$ cat src/hdl/eprc_pkg.sv
package eprc_pkg;

  // Per-channel measurement phase as it is held in the state memory.
  typedef enum logic [1:0] {
    PH_IDLE     = 2'd0,
    PH_RISING   = 2'd1,
    PH_MEASURED = 2'd2
  } phase_t;

  // Request codes carried in the input tuser. Every other code is a status read.
  localparam logic [1:0] REQ_TRIGGER = 2'd0;
  localparam logic [1:0] REQ_CAPTURE = 2'd1;

  // Division by 58 is (w >> 1) / 29, done as a multiply by ceil(2^36 / 29)
  // followed by a right shift of 36. The product stays exact for all 31-bit operands.
  localparam logic [31:0] DIV58_MAGIC = 32'd2369637129;
  localparam int          DIV58_SHIFT = 36;
  localparam int          PROD_W      = 63;
  localparam int          QUOT_W      = PROD_W - DIV58_SHIFT;

  localparam logic [15:0] INVALID_CM      = 16'hFFFF;
  localparam logic [15:0] MAX_RANGE_RESET = 16'd400;

  // Load enables of the two registered stages in the distance unit.
  typedef struct packed {
    logic load_mul;
    logic load_out;
  } div_ctl_t;

endpackage

$ cat src/hdl/echo_pulse_ranging_channels.sv
// An accepted beat passes stage 1, stage 2, stage 3 and the output register.
// Throughput: one request beat per cycle while results are taken; the per-channel
// state memory does one read and one write-back per cycle, with neighbor forwarding.
// A stalled result holds the pipe only as far back as its empty stages allow.
// Reset (rst, synchronous, active high) empties the pipe, marks every channel idle
// with zero times, and sets max_range_cm to 400. There is no clearing pass.
module echo_pulse_ranging_channels import eprc_pkg::*; #(
  parameter int NUM_CHANNELS = 4,
  parameter int COUNT_BITS   = 32
) (
  input  logic        clk,
  input  logic        rst,
  // Request stream.
  input  logic        s_axis_tvalid,
  output logic        s_axis_tready,
  input  logic [39:0] s_axis_tdata,   // channel[1:0], capture_count[33:2], zero pad
  input  logic [1:0]  s_axis_tuser,   // req_type[1:0]
  // Result stream.
  output logic        m_axis_tvalid,
  input  logic        m_axis_tready,
  output logic [55:0] m_axis_tdata,   // out_channel[1:0], pulse_us[33:2],
                                      // distance_cm[49:34], zero pad
  output logic [2:0]  m_axis_tuser,   // chan_state[1:0], pulse_valid[2]
  // Range limit register.
  input  logic        cfg_wr_en,
  input  logic [15:0] cfg_wr_data
);

  localparam int AW = (NUM_CHANNELS > 1) ? $clog2(NUM_CHANNELS) : 1;
  // One memory word per channel: phase, rise time, echo width (lowest first).
  localparam int DW = 2 + 2 * COUNT_BITS;

  // The user must write the range limit only while the pipe is empty; the block does not enforce it.
  logic [15:0] max_range_cm;

  always_ff @(posedge clk) begin
    if (rst) begin
      max_range_cm <= MAX_RANGE_RESET;
    end else if (cfg_wr_en) begin
      max_range_cm <= cfg_wr_data;
    end
  end

  // Request fields as they sit on the slave side.
  logic [1:0]            in_ch;
  logic [COUNT_BITS-1:0] in_cnt;
  logic                  in_ok;

  assign in_ch  = s_axis_tdata[1:0];
  assign in_cnt = s_axis_tdata[2 +: COUNT_BITS];
  assign in_ok  = ({30'd0, in_ch} < 32'(NUM_CHANNELS));

  // Stage occupancy. A stage can take a new beat when it is empty or when its
  // own beat moves on in the same cycle, so bubbles collapse under a stall.
  logic v1, v2, v3;
  logic s1_free, s2_free, s3_free, s4_free;
  logic accept;

  assign s4_free       = !m_axis_tvalid || m_axis_tready;
  assign s3_free       = !v3 || s4_free;
  assign s2_free       = !v2 || s3_free;
  assign s1_free       = !v1 || s2_free;
  assign s_axis_tready = s1_free;
  assign accept        = s_axis_tvalid && s1_free;

  always_ff @(posedge clk) begin
    if (rst) begin
      v1            <= 1'b0;
      v2            <= 1'b0;
      v3            <= 1'b0;
      m_axis_tvalid <= 1'b0;
    end else begin
      if (s1_free) begin
        v1 <= accept;
      end
      if (s2_free) begin
        v2 <= v1;
      end
      if (s3_free) begin
        v3 <= v2;
      end
      if (s4_free) begin
        m_axis_tvalid <= v3;
      end
    end
  end

  // Stage 1: the memory read issued at accept returns here, the entry is updated
  // and, for a channel in range, written back as the beat leaves the stage.
  logic [1:0]            s1_req;
  logic [1:0]            s1_ch;
  logic [COUNT_BITS-1:0] s1_cnt;
  logic                  s1_ok;
  logic                  s1_fwd;

  logic [DW-1:0] rd_data;
  logic          rd_valid;
  logic [DW-1:0] fwd_data;
  logic [DW-1:0] cur;
  logic [DW-1:0] new_entry;
  logic          wr_en;

  phase_t                cur_phase;
  logic [COUNT_BITS-1:0] cur_rise;
  logic [COUNT_BITS-1:0] cur_width;
  phase_t                new_phase;
  logic [COUNT_BITS-1:0] new_rise;
  logic [COUNT_BITS-1:0] new_width;

  assign wr_en = v1 && s2_free && s1_ok;

  eprc_state_ram #(
    .DEPTH (NUM_CHANNELS),
    .DW    (DW)
  ) u_ram (
    .clk      (clk),
    .rst      (rst),
    .wr_en    (wr_en),
    .wr_addr  (AW'(s1_ch)),
    .wr_data  (new_entry),
    .rd_en    (accept),
    .rd_addr  (AW'(in_ch)),
    .rd_data  (rd_data),
    .rd_valid (rd_valid)
  );

  // The memory returns the old word when the previous beat writes the same
  // channel in the cycle of the read, so that word is taken from the forward
  // register instead.
  always_ff @(posedge clk) begin
    if (wr_en) begin
      fwd_data <= new_entry;
    end
    if (accept) begin
      s1_req <= s_axis_tuser;
      s1_ch  <= in_ch;
      s1_cnt <= in_cnt;
      s1_ok  <= in_ok;
      s1_fwd <= wr_en && (s1_ch == in_ch);
    end
  end

  always_comb begin
    if (s1_fwd) begin
      cur = fwd_data;
    end else if (rd_valid) begin
      cur = rd_data;
    end else begin
      cur = '0;
    end
    cur_phase = phase_t'(cur[1:0]);
    cur_rise  = cur[2 +: COUNT_BITS];
    cur_width = cur[2 + COUNT_BITS +: COUNT_BITS];

    new_phase = cur_phase;
    new_rise  = cur_rise;
    new_width = cur_width;
    case (s1_req)
      REQ_TRIGGER: begin
        new_phase = PH_IDLE;
      end
      REQ_CAPTURE: begin
        // A capture on a measured channel waits for the next trigger.
        if (cur_phase == PH_IDLE) begin
          new_rise  = s1_cnt;
          new_phase = PH_RISING;
        end else if (cur_phase == PH_RISING) begin
          new_width = s1_cnt - cur_rise;
          new_phase = PH_MEASURED;
        end
      end
      default: begin
        // Status read and the unused code change nothing.
      end
    endcase
    new_entry = {new_width, new_rise, new_phase};
  end

  // Stage 2: the channel view after the update. A channel beyond the last one
  // reports idle with a zero width.
  logic [1:0]  s2_ch;
  phase_t      s2_state;
  logic [31:0] s2_width;

  always_ff @(posedge clk) begin
    if (s2_free) begin
      s2_ch <= s1_ch;
      if (s1_ok) begin
        s2_state <= new_phase;
        s2_width <= 32'(new_width);
      end else begin
        s2_state <= PH_IDLE;
        s2_width <= '0;
      end
    end
  end

  // Stage 3 and the output register: the distance unit multiplies into stage 3
  // and applies the range limit into the output register.
  logic [1:0]  s3_ch;
  phase_t      s3_state;
  logic [31:0] s3_width;
  logic [1:0]  o_ch;
  phase_t      o_state;
  logic [31:0] o_width;
  logic [15:0] o_dist;
  div_ctl_t    div_ctl;

  assign div_ctl.load_mul = s3_free;
  assign div_ctl.load_out = s4_free;

  eprc_range_div u_div (
    .clk          (clk),
    .ctl          (div_ctl),
    .pulse_us     (s2_width),
    .measured     (s2_state == PH_MEASURED),
    .max_range_cm (max_range_cm),
    .distance_cm  (o_dist)
  );

  always_ff @(posedge clk) begin
    if (s3_free) begin
      s3_ch    <= s2_ch;
      s3_state <= s2_state;
      s3_width <= s2_width;
    end
    if (s4_free) begin
      o_ch    <= s3_ch;
      o_state <= s3_state;
      o_width <= s3_width;
    end
  end

  assign m_axis_tdata = {6'd0, o_dist, o_width, o_ch};
  assign m_axis_tuser = {(o_state == PH_MEASURED), o_state};

endmodule

$ cat src/hdl/eprc_state_ram.sv
module eprc_state_ram import eprc_pkg::*; #(
  parameter int DEPTH = 4,
  parameter int DW    = 66,
  localparam int AW   = (DEPTH > 1) ? $clog2(DEPTH) : 1
) (
  input  logic          clk,
  input  logic          rst,
  input  logic          wr_en,
  input  logic [AW-1:0] wr_addr,
  input  logic [DW-1:0] wr_data,
  input  logic          rd_en,
  input  logic [AW-1:0] rd_addr,
  output logic [DW-1:0] rd_data,
  output logic          rd_valid
);

  logic [DW-1:0]    mem [DEPTH];
  logic [DEPTH-1:0] written;

  always_ff @(posedge clk) begin
    if (wr_en) begin
      mem[wr_addr] <= wr_data;
    end
    if (rd_en) begin
      rd_data <= mem[rd_addr];
    end
  end

  // An entry never written since reset reads with rd_valid low, as the reset state.
  always_ff @(posedge clk) begin
    if (rst) begin
      written  <= '0;
      rd_valid <= 1'b0;
    end else begin
      if (wr_en) begin
        written[wr_addr] <= 1'b1;
      end
      if (rd_en) begin
        rd_valid <= written[rd_addr];
      end
    end
  end

endmodule

$ cat src/hdl/eprc_range_div.sv
module eprc_range_div import eprc_pkg::*; (
  input  logic        clk,
  input  div_ctl_t    ctl,
  input  logic [31:0] pulse_us,
  input  logic        measured,
  input  logic [15:0] max_range_cm,
  output logic [15:0] distance_cm
);

  logic [PROD_W-1:0] prod;
  logic              meas_q;
  logic [QUOT_W-1:0] quot;

  assign quot = prod[PROD_W-1:DIV58_SHIFT];

  always_ff @(posedge clk) begin
    if (ctl.load_mul) begin
      prod   <= PROD_W'(pulse_us[31:1]) * PROD_W'(DIV58_MAGIC);
      meas_q <= measured;
    end
    if (ctl.load_out) begin
      if (meas_q && (quot <= QUOT_W'(max_range_cm))) begin
        distance_cm <= quot[15:0];
      end else begin
        distance_cm <= INVALID_CM;
      end
    end
  end

endmodule

$ cat config.mk
export PLATFORM = sky130hd
export DESIGN_NAME = echo_pulse_ranging_channels
export DESIGN_NICKNAME = d
export VERILOG_FILES = /design/src/hdl/eprc_pkg.sv /design/src/hdl/echo_pulse_ranging_channels.sv /design/src/hdl/eprc_state_ram.sv /design/src/hdl/eprc_range_div.sv
export SDC_FILE = /design/constraint.sdc
export NUM_CORES = 2
export LEC_CHECK = 0
export ABC_CLOCK_PERIOD_IN_PS = 22600
export BUFFER_PORTS_ARGS = -buffer_cell sky130_fd_sc_hd__buf_2
export CORE_MARGIN = 4
export CORE_UTILIZATION = 40
export DETAILED_ROUTE_END_ITERATION = 10
export MAX_ROUTING_LAYER = met4
export SLEW_MARGIN = 20
export SYNTH_ARGS = -nofsm -noshare
export SYNTH_HDL_FRONTEND = slang
export SYNTH_SLANG_ARGS = --single-unit
$ cat constraint.sdc
create_clock -name clk -period 22.6 [get_ports clk]
set_input_delay 1.13 -clock clk [delete_from_list [all_inputs] [get_ports clk]]
set_output_delay 1.13 -clock clk [all_outputs]
set_load 0.02 [all_outputs]
; After elaboration in Yosys (flattened, before gate mapping)
; Memories as Yosys holds them, arrays and structs flattened. A register that Yosys moved wholly into a read port is not among the register bits.
; Cells that the tools add are included.
[word_totals]
ram_bits = 264
romBits = 0
output_inout_bits = 61
word_cells = 68
regBits = 316
latch_bits = 0
n_memories = 1
inputBits = 63
[memory_table]
columns = name, words, word_bits, read_ports, rd_clocked_by_memory_dff, wr, line
row1 = u_ram.mem, 4, 66, 1, 1, 1, eprc_state_ram.sv:17  ; logic [DW-1:0] mem [DEPTH];
[op_classes]
n_addsub = 1
n_eq_ne = 5
n_reduce_logical = 15
n_mul = 1
div_mod_pow = 0
bitwise = 1
order_cmp = 4
muxes = 16
shifts = 0
[ops]
columns = op, count
row1 = $mux W32, 5
row2 = $mux W66, 2
row3 = $mul A31 B32 Y63 const B, 1
row4 = $sub A32 B32 Y32, 1
row5 = $le A27 B16 Y1, 1
row6 = $lt A2 B3 Y1 const B, 2
row7 = $logic_and A1 B1 Y1, 5
row8 = $eq A2 B1 Y1 const B, 2
row9 = $eq A2 B2 Y1 const B, 2
row10 = $logic_not A1 Y1, 4
row11 = $logic_not A2 Y1, 2
row12 = $logic_or A1 B1 Y1, 4
row13 = $mux W1, 4
row14 = $mux W2, 2
row15 = $or A4 B4 Y4, 1
row16 = $pmux W2 S2, 1
row17 = $bmux W1 S2, 1
row18 = $demux W1 S2, 1
row19 = $eq A2 B2 Y1, 1
row20 = $ge A2 B1 Y1 const B, 1

; Longest topological paths before layout
[logic_depth]
word_depth = 7
mapped_depth = 27

; Modules after synthesis
; From an unflattened synthesis, not the netlist that was laid out.
[hier_totals]
hier_cells = 2991
hier_area_um2 = 39987.1
[by_module_without_submodules]
columns = module, seq_area_each_um2, cells_per_inst, area_each_um2, instances
row1 = eprc_range_div, 1321.3, 1777, 17848.4, 1
row2 = eprc_state_ram, 10009.6, 433, 11756.3, 1
row3 = echo_pulse_ranging_channels, 6736.5, 781, 10382.5, 1

; Worst setup path before layout
; Ideal clock, no wire load.
[synth_timing]
path_kind = input-to-reg
startpoint = input m_axis_tready
endpoint = memory u_ram.mem[0][0] (enable)
setup_time_ns = 0.573
arrival_time_ns = 6.869
path_buffers = 0
path_slack_ns = 15.158
cell_stages = 4
required_time_ns = 22.027
cell_sequence = nor2b_1 nand3_1 nand2_1 nor3_1
[synth_via]
elab_chain_len = 6
[synth_rtl]
columns = item, line
row1 = start: declaration, echo_pulse_ranging_channels.sv:20  ; input logic m_axis_tready,
row2 = $logic_or A1 B1 Y1, echo_pulse_ranging_channels.sv:59  ; assign s4_free = !m_axis_tvalid || m_axis_tready;
row3 = $logic_or A1 B1 Y1, echo_pulse_ranging_channels.sv:60  ; assign s3_free = !v3 || s4_free;
row4 = $logic_or A1 B1 Y1, echo_pulse_ranging_channels.sv:61  ; assign s2_free = !v2 || s3_free;
row5 = net s2_free, echo_pulse_ranging_channels.sv:56  ; logic s1_free, s2_free, s3_free, s4_free;
row6 = $logic_and A1 B1 Y1, echo_pulse_ranging_channels.sv:110  ; assign wr_en = v1 && s2_free && s1_ok;
row7 = $mux W1, eprc_state_ram.sv:21  ; if (wr_en) begin
row8 = $mux W1 (implied by the code), eprc_state_ram.sv:22  ; mem[wr_addr] <= wr_data;
row9 = end: declaration, eprc_state_ram.sv:17
; The timed path passes the listed nets, and every way through them passes these cells.

; Worst setup path in the final report
[layout_timing]
startpoint = register s2_width[11]
endpoint = register u_div.prod[56] (data pin)
[layout_via]
elab_chain_len = 1
[layout_rtl]
columns = item, line
row1 = start: declaration, echo_pulse_ranging_channels.sv:183  ; logic [31:0] s2_width;
row2 = start signal: assignment, echo_pulse_ranging_channels.sv:190  ; s2_width <= 32'(new_width);
row3 = $mul A31 B32 Y63, eprc_range_div.sv:18  ; prod <= PROD_W'(pulse_us[31:1]) * PROD_W'(DIV58_MAGIC);
row4 = end signal: assignment, eprc_range_div.sv:18
row5 = end: declaration, eprc_range_div.sv:10  ; logic [PROD_W-1:0] prod;
; Every way passes these cells.
; A chain may end at the register's enable or synchronous reset.

==> impl_metrics.csv <==
group,metric,value,unit
critical_path,arrival,8.95,ns
routing,postRouteAntennaNets,0,
floorplanning,die_area,102000,um2
critical_path,crit_end,"u_div.prod[56]$_DFFE_PP_",
pwr,combPwrFrac,0.418,
pwr,p_leak,19.2,nW
final_layout,fin_area,43300,um2
routing,drt_iter0_markers,1235,
critical_path,path_common_cell,"fa_1",
timing,min_period_over_period,0.380,
logic_synthesis,syn_area,38800,um2
pwr,powerDensity,101,nW/um2
grt,antenna_found_initial,0,
outcome,status,"finished clean",
run,cap_violations,0,
grt,grt_pass1_wl,132000,um
grt,grt.overflow.total,0,
critical_path,cp.required,22.95,ns
timing,relSlewSlack,0.291,
critical_path,cp_max_fo,10,
routing,drtPass1Iterations,7,
logic_synthesis,yosys.cell_types.count,64,
critical_path,critical_path_class,"flop to flop",
critical_path,rr_endpoint,"u_div.prod[56]$_DFFE_PP_",
floorplanning,rows,113,
pwr,ir_drop,0.0664,mV
floorplanning,ios,124,
place,portBuffers,111,
floorplanning,die_x,319,um
critical_path,endpoint_kind,"flop",
routing,wirelength,83700,um
clock_tree,clock_path_buffers,3,
pwr,swShare,0.363,
final_layout,antenna_cells,0,
logic_synthesis,synth_edf_count,585,
timing,skew,0.0331,ns
pwr,seqPwrFrac,0.320,
critical_path,rr_startpoint,"s2_width[11]$_DFFE_PP_",
critical_path,slowest_stage,"edfxtp_1",
clock_tree,clk_latency,0.62,ns
logic_synthesis,ys_seq_area_frac,0.466,
floorplanning,core_area,95600,um2
routing,via_count,21139,
timing,drv_slew,0,
logic_synthesis,syn_inst,2821,
timing,fin_setup_tns,0,ns
logic_synthesis,yosys_warnings,0,
floorplanning,die_h,319,um
final_layout,num-nets-final,3804,
worst_hold_path,holdCritPathClass,"flop to flop",
clock_tree,htree_levels,3,
critical_path,r2r_setup_slack,14.00,ns
pwr,switchingPower,0.00158,W
routing,routed_via_density,4.94,
timing,hold_violations,0,
final_layout,synthToLayoutAreaGrowth,11.5,%
final_layout,multiInputGateArea,18300,um2
timing,finalSetupViolCount,0,
routing,wl_per_cell,19.5,um
final_layout,fill_cells,8678,
grt,grt_max_degree,70,
grt,grt_pass1_vias,23076,
timing,finalCriticalPeriod,8.60,ns
clock_tree,clock_sinks,610,
pwr,p_clk_frac,0.262,
routing,drc,0,
logic_synthesis,ys_ff_latch,610,
logic_synthesis,synth_flop_cell,"edfxtp_1",
critical_path,cp_slowest_stage_delay,0.88,ns
final_layout,final_cell_mix,"inv_1, edfxtp_1, ha_1, fa_1, a21oi_1",
clock_tree,cts_setup_buffers,0,
place,dpl_cell_area,40900,um2
pwr,p_int,0.00278,W
clock_tree,numCtsBuffers,69,
grt,grt_util_met1,0.224,
grt,busiest_layer,"met2",
grt,grt_usage,0.172,
place,post-dp-hpwl,61700,um
critical_path,start_kind,"flop",
clock_tree,cts_resized,0,
grt,use_met3,0.0262,
clock_tree,clk_pin_slew,0.06,ns
final_layout,seq_area,18100,um2
critical_path,reg2reg_depth,25,
grt,met2_usage,0.286,
critical_path,critical_path.startpoint,"s2_width[11]$_DFFE_PP_",
final_layout,drive_above_1_share,0.109,
timing,fmax,116,MHz
place,place_congestion,0.884,
logic_synthesis,postSynthAreaPerCell,13.8,um2
timing,tightest_slew,1.06,ns
final_layout,layout_commonest_cell,"inv_1",
clock_tree,cts_tree,"done",
timing,rsz0062_at_grt,"false",
floorplanning,start_util,0.406,
clock_tree,postCtsHoldBufs,0,
clock_tree,root_buffer,"clkbuf_16",
logic_synthesis,synthArstFlopShare,0,
[critical path, delay by kind of cell, from the launching register on]
kind	cells	cell delay [ns]
fa+ha+maj	9	4.47
xor+xnor	1	0.11
buf+inv	6	0.33
simple gates	7	1.69
compound gates	2	0.82
flops	1	0.88
[per-layer routing]
| metal | part of all wire | vias to the layer above |
|---|---|---|
| met4 | 0.021 | 0 |
| li1 | - | 10050 |
| met1 | 0.45 | 10595 |
| met2 | 0.49 | 381 |
| met5 | 0 | - |
| met3 | 0.041 | 113 |
[flip-flops by register name, summed over array words and instances, names as in the netlist, 4 cells and up]
| signal | flops |
|---|---|
| u_ram.mem | 264 |
| fwd_data | 66 |
| u_ram.written | 4 |
| s1_cnt | 32 |
| o_width | 32 |
| s2_width | 32 |
| max_range_cm | 16 |
| u_div.prod | 27 |
| s3_width | 32 |
| u_ram.rd_data | 66 |
| u_div.distance_cm | 16 |
[through the flow]
| step | setup slack, ns | util | hold WS (ns) | cells | power [W] |
|---|---|---|---|---|---|
| 6_report | 14.00 | 0.453 | 0.413 | 4283 | 0.00437 |
| 5_1_grt | 13.58 | 0.453 | 0.413 | 4283 | 0.00473 |
| 4_1_cts | 13.87 | 0.452 | 0.400 | 4282 | 0.00443 |
| 3_5_place_dp | 13.93 | 0.428 | 0.405 | 4157 | 0.00325 |
| 3_3_place_gp | 13.89 | 0.428 | 0.403 | 4157 | 0.00324 |
| 2_1_floorplan | 15.16 | - | 0.400 | 2826 | 0.00276 |
[Yosys cell counts, types with 8 or more instances]
cell type,instances,area (um2)
fa_1,355,7110
nand3_1,16,80.1
clkbuf_1,50,188
nand2_1,57,214
a22oi_1,36,270
xor2_1,27,236
nor2_1,91,342
inv_1,593,2230
mux2i_1,16,160
nand2b_1,25,156
nor2b_1,13,81.3
o21ai_0,52,260
a21oi_1,140,701
dfxtp_1,25,500
xnor2_1,29,254
edfxtp_1,585,17600
o211ai_1,8,60.1
a21o_1,48,360
buf_1,10,37.5
a221oi_1,30,263
o21bai_1,9,67.6
ha_1,422,5280
mux4_2,67,1510
a31oi_1,9,56.3
nand4_1,19,119
nor3_1,8,40.0
[cell families after synthesis]
group	count (synthesis)	share of synthesized area
muxes	84	0.0433
AOI/OAI and AO/OA	372	0.0619
and+or+nand+nor	262	0.0329
other	1	0.0000966
buffers and inverters	659	0.0643
adders and majority gates	777	0.319
DFF	610	0.466
xor gates and xnor gates	56	0.0126
[power by group through the flow]
stage	clock network (W)	logic, W	registers [W]
global route	0.00123	0.00211	0.00140
global placement	0	0.00182	0.00142
CTS	0.00118	0.00185	0.00140
floorplan	0	0.00135	0.00141
finish	0.00114	0.00183	0.00140
detailed placement	0	0.00183	0.00142
[how the worst min path moves through the flow]
stage | slack (ns) | end | from | depth (start not counted)
after global placement | 0.40 | o_width[27]$_DFFE_PP_ | s3_width[27]$_DFFE_PP_ | 0
after floorplan | 0.40 | o_ch[0]$_DFFE_PP_ | s3_ch[0]$_DFFE_PP_ | 0
after CTS | 0.40 | o_width[10]$_DFFE_PP_ | s3_width[10]$_DFFE_PP_ | 0
final | 0.41 | o_width[10]$_DFFE_PP_ | s3_width[10]$_DFFE_PP_ | 0
after detailed placement | 0.40 | o_width[27]$_DFFE_PP_ | s3_width[27]$_DFFE_PP_ | 0
after global routing | 0.41 | o_width[10]$_DFFE_PP_ | s3_width[10]$_DFFE_PP_ | 0
[layout make-up]
type	instances	area share
multi-input cells	1557	0.423
flip-flops and latches	610	0.417
inverters	593	0.0515
clock buffers	87	0.0436
well taps	1265	0.0366
repair buffers	133	0.0172
clock inverters	38	0.0105
Note: power is estimated with default switching activity, not from simulation.
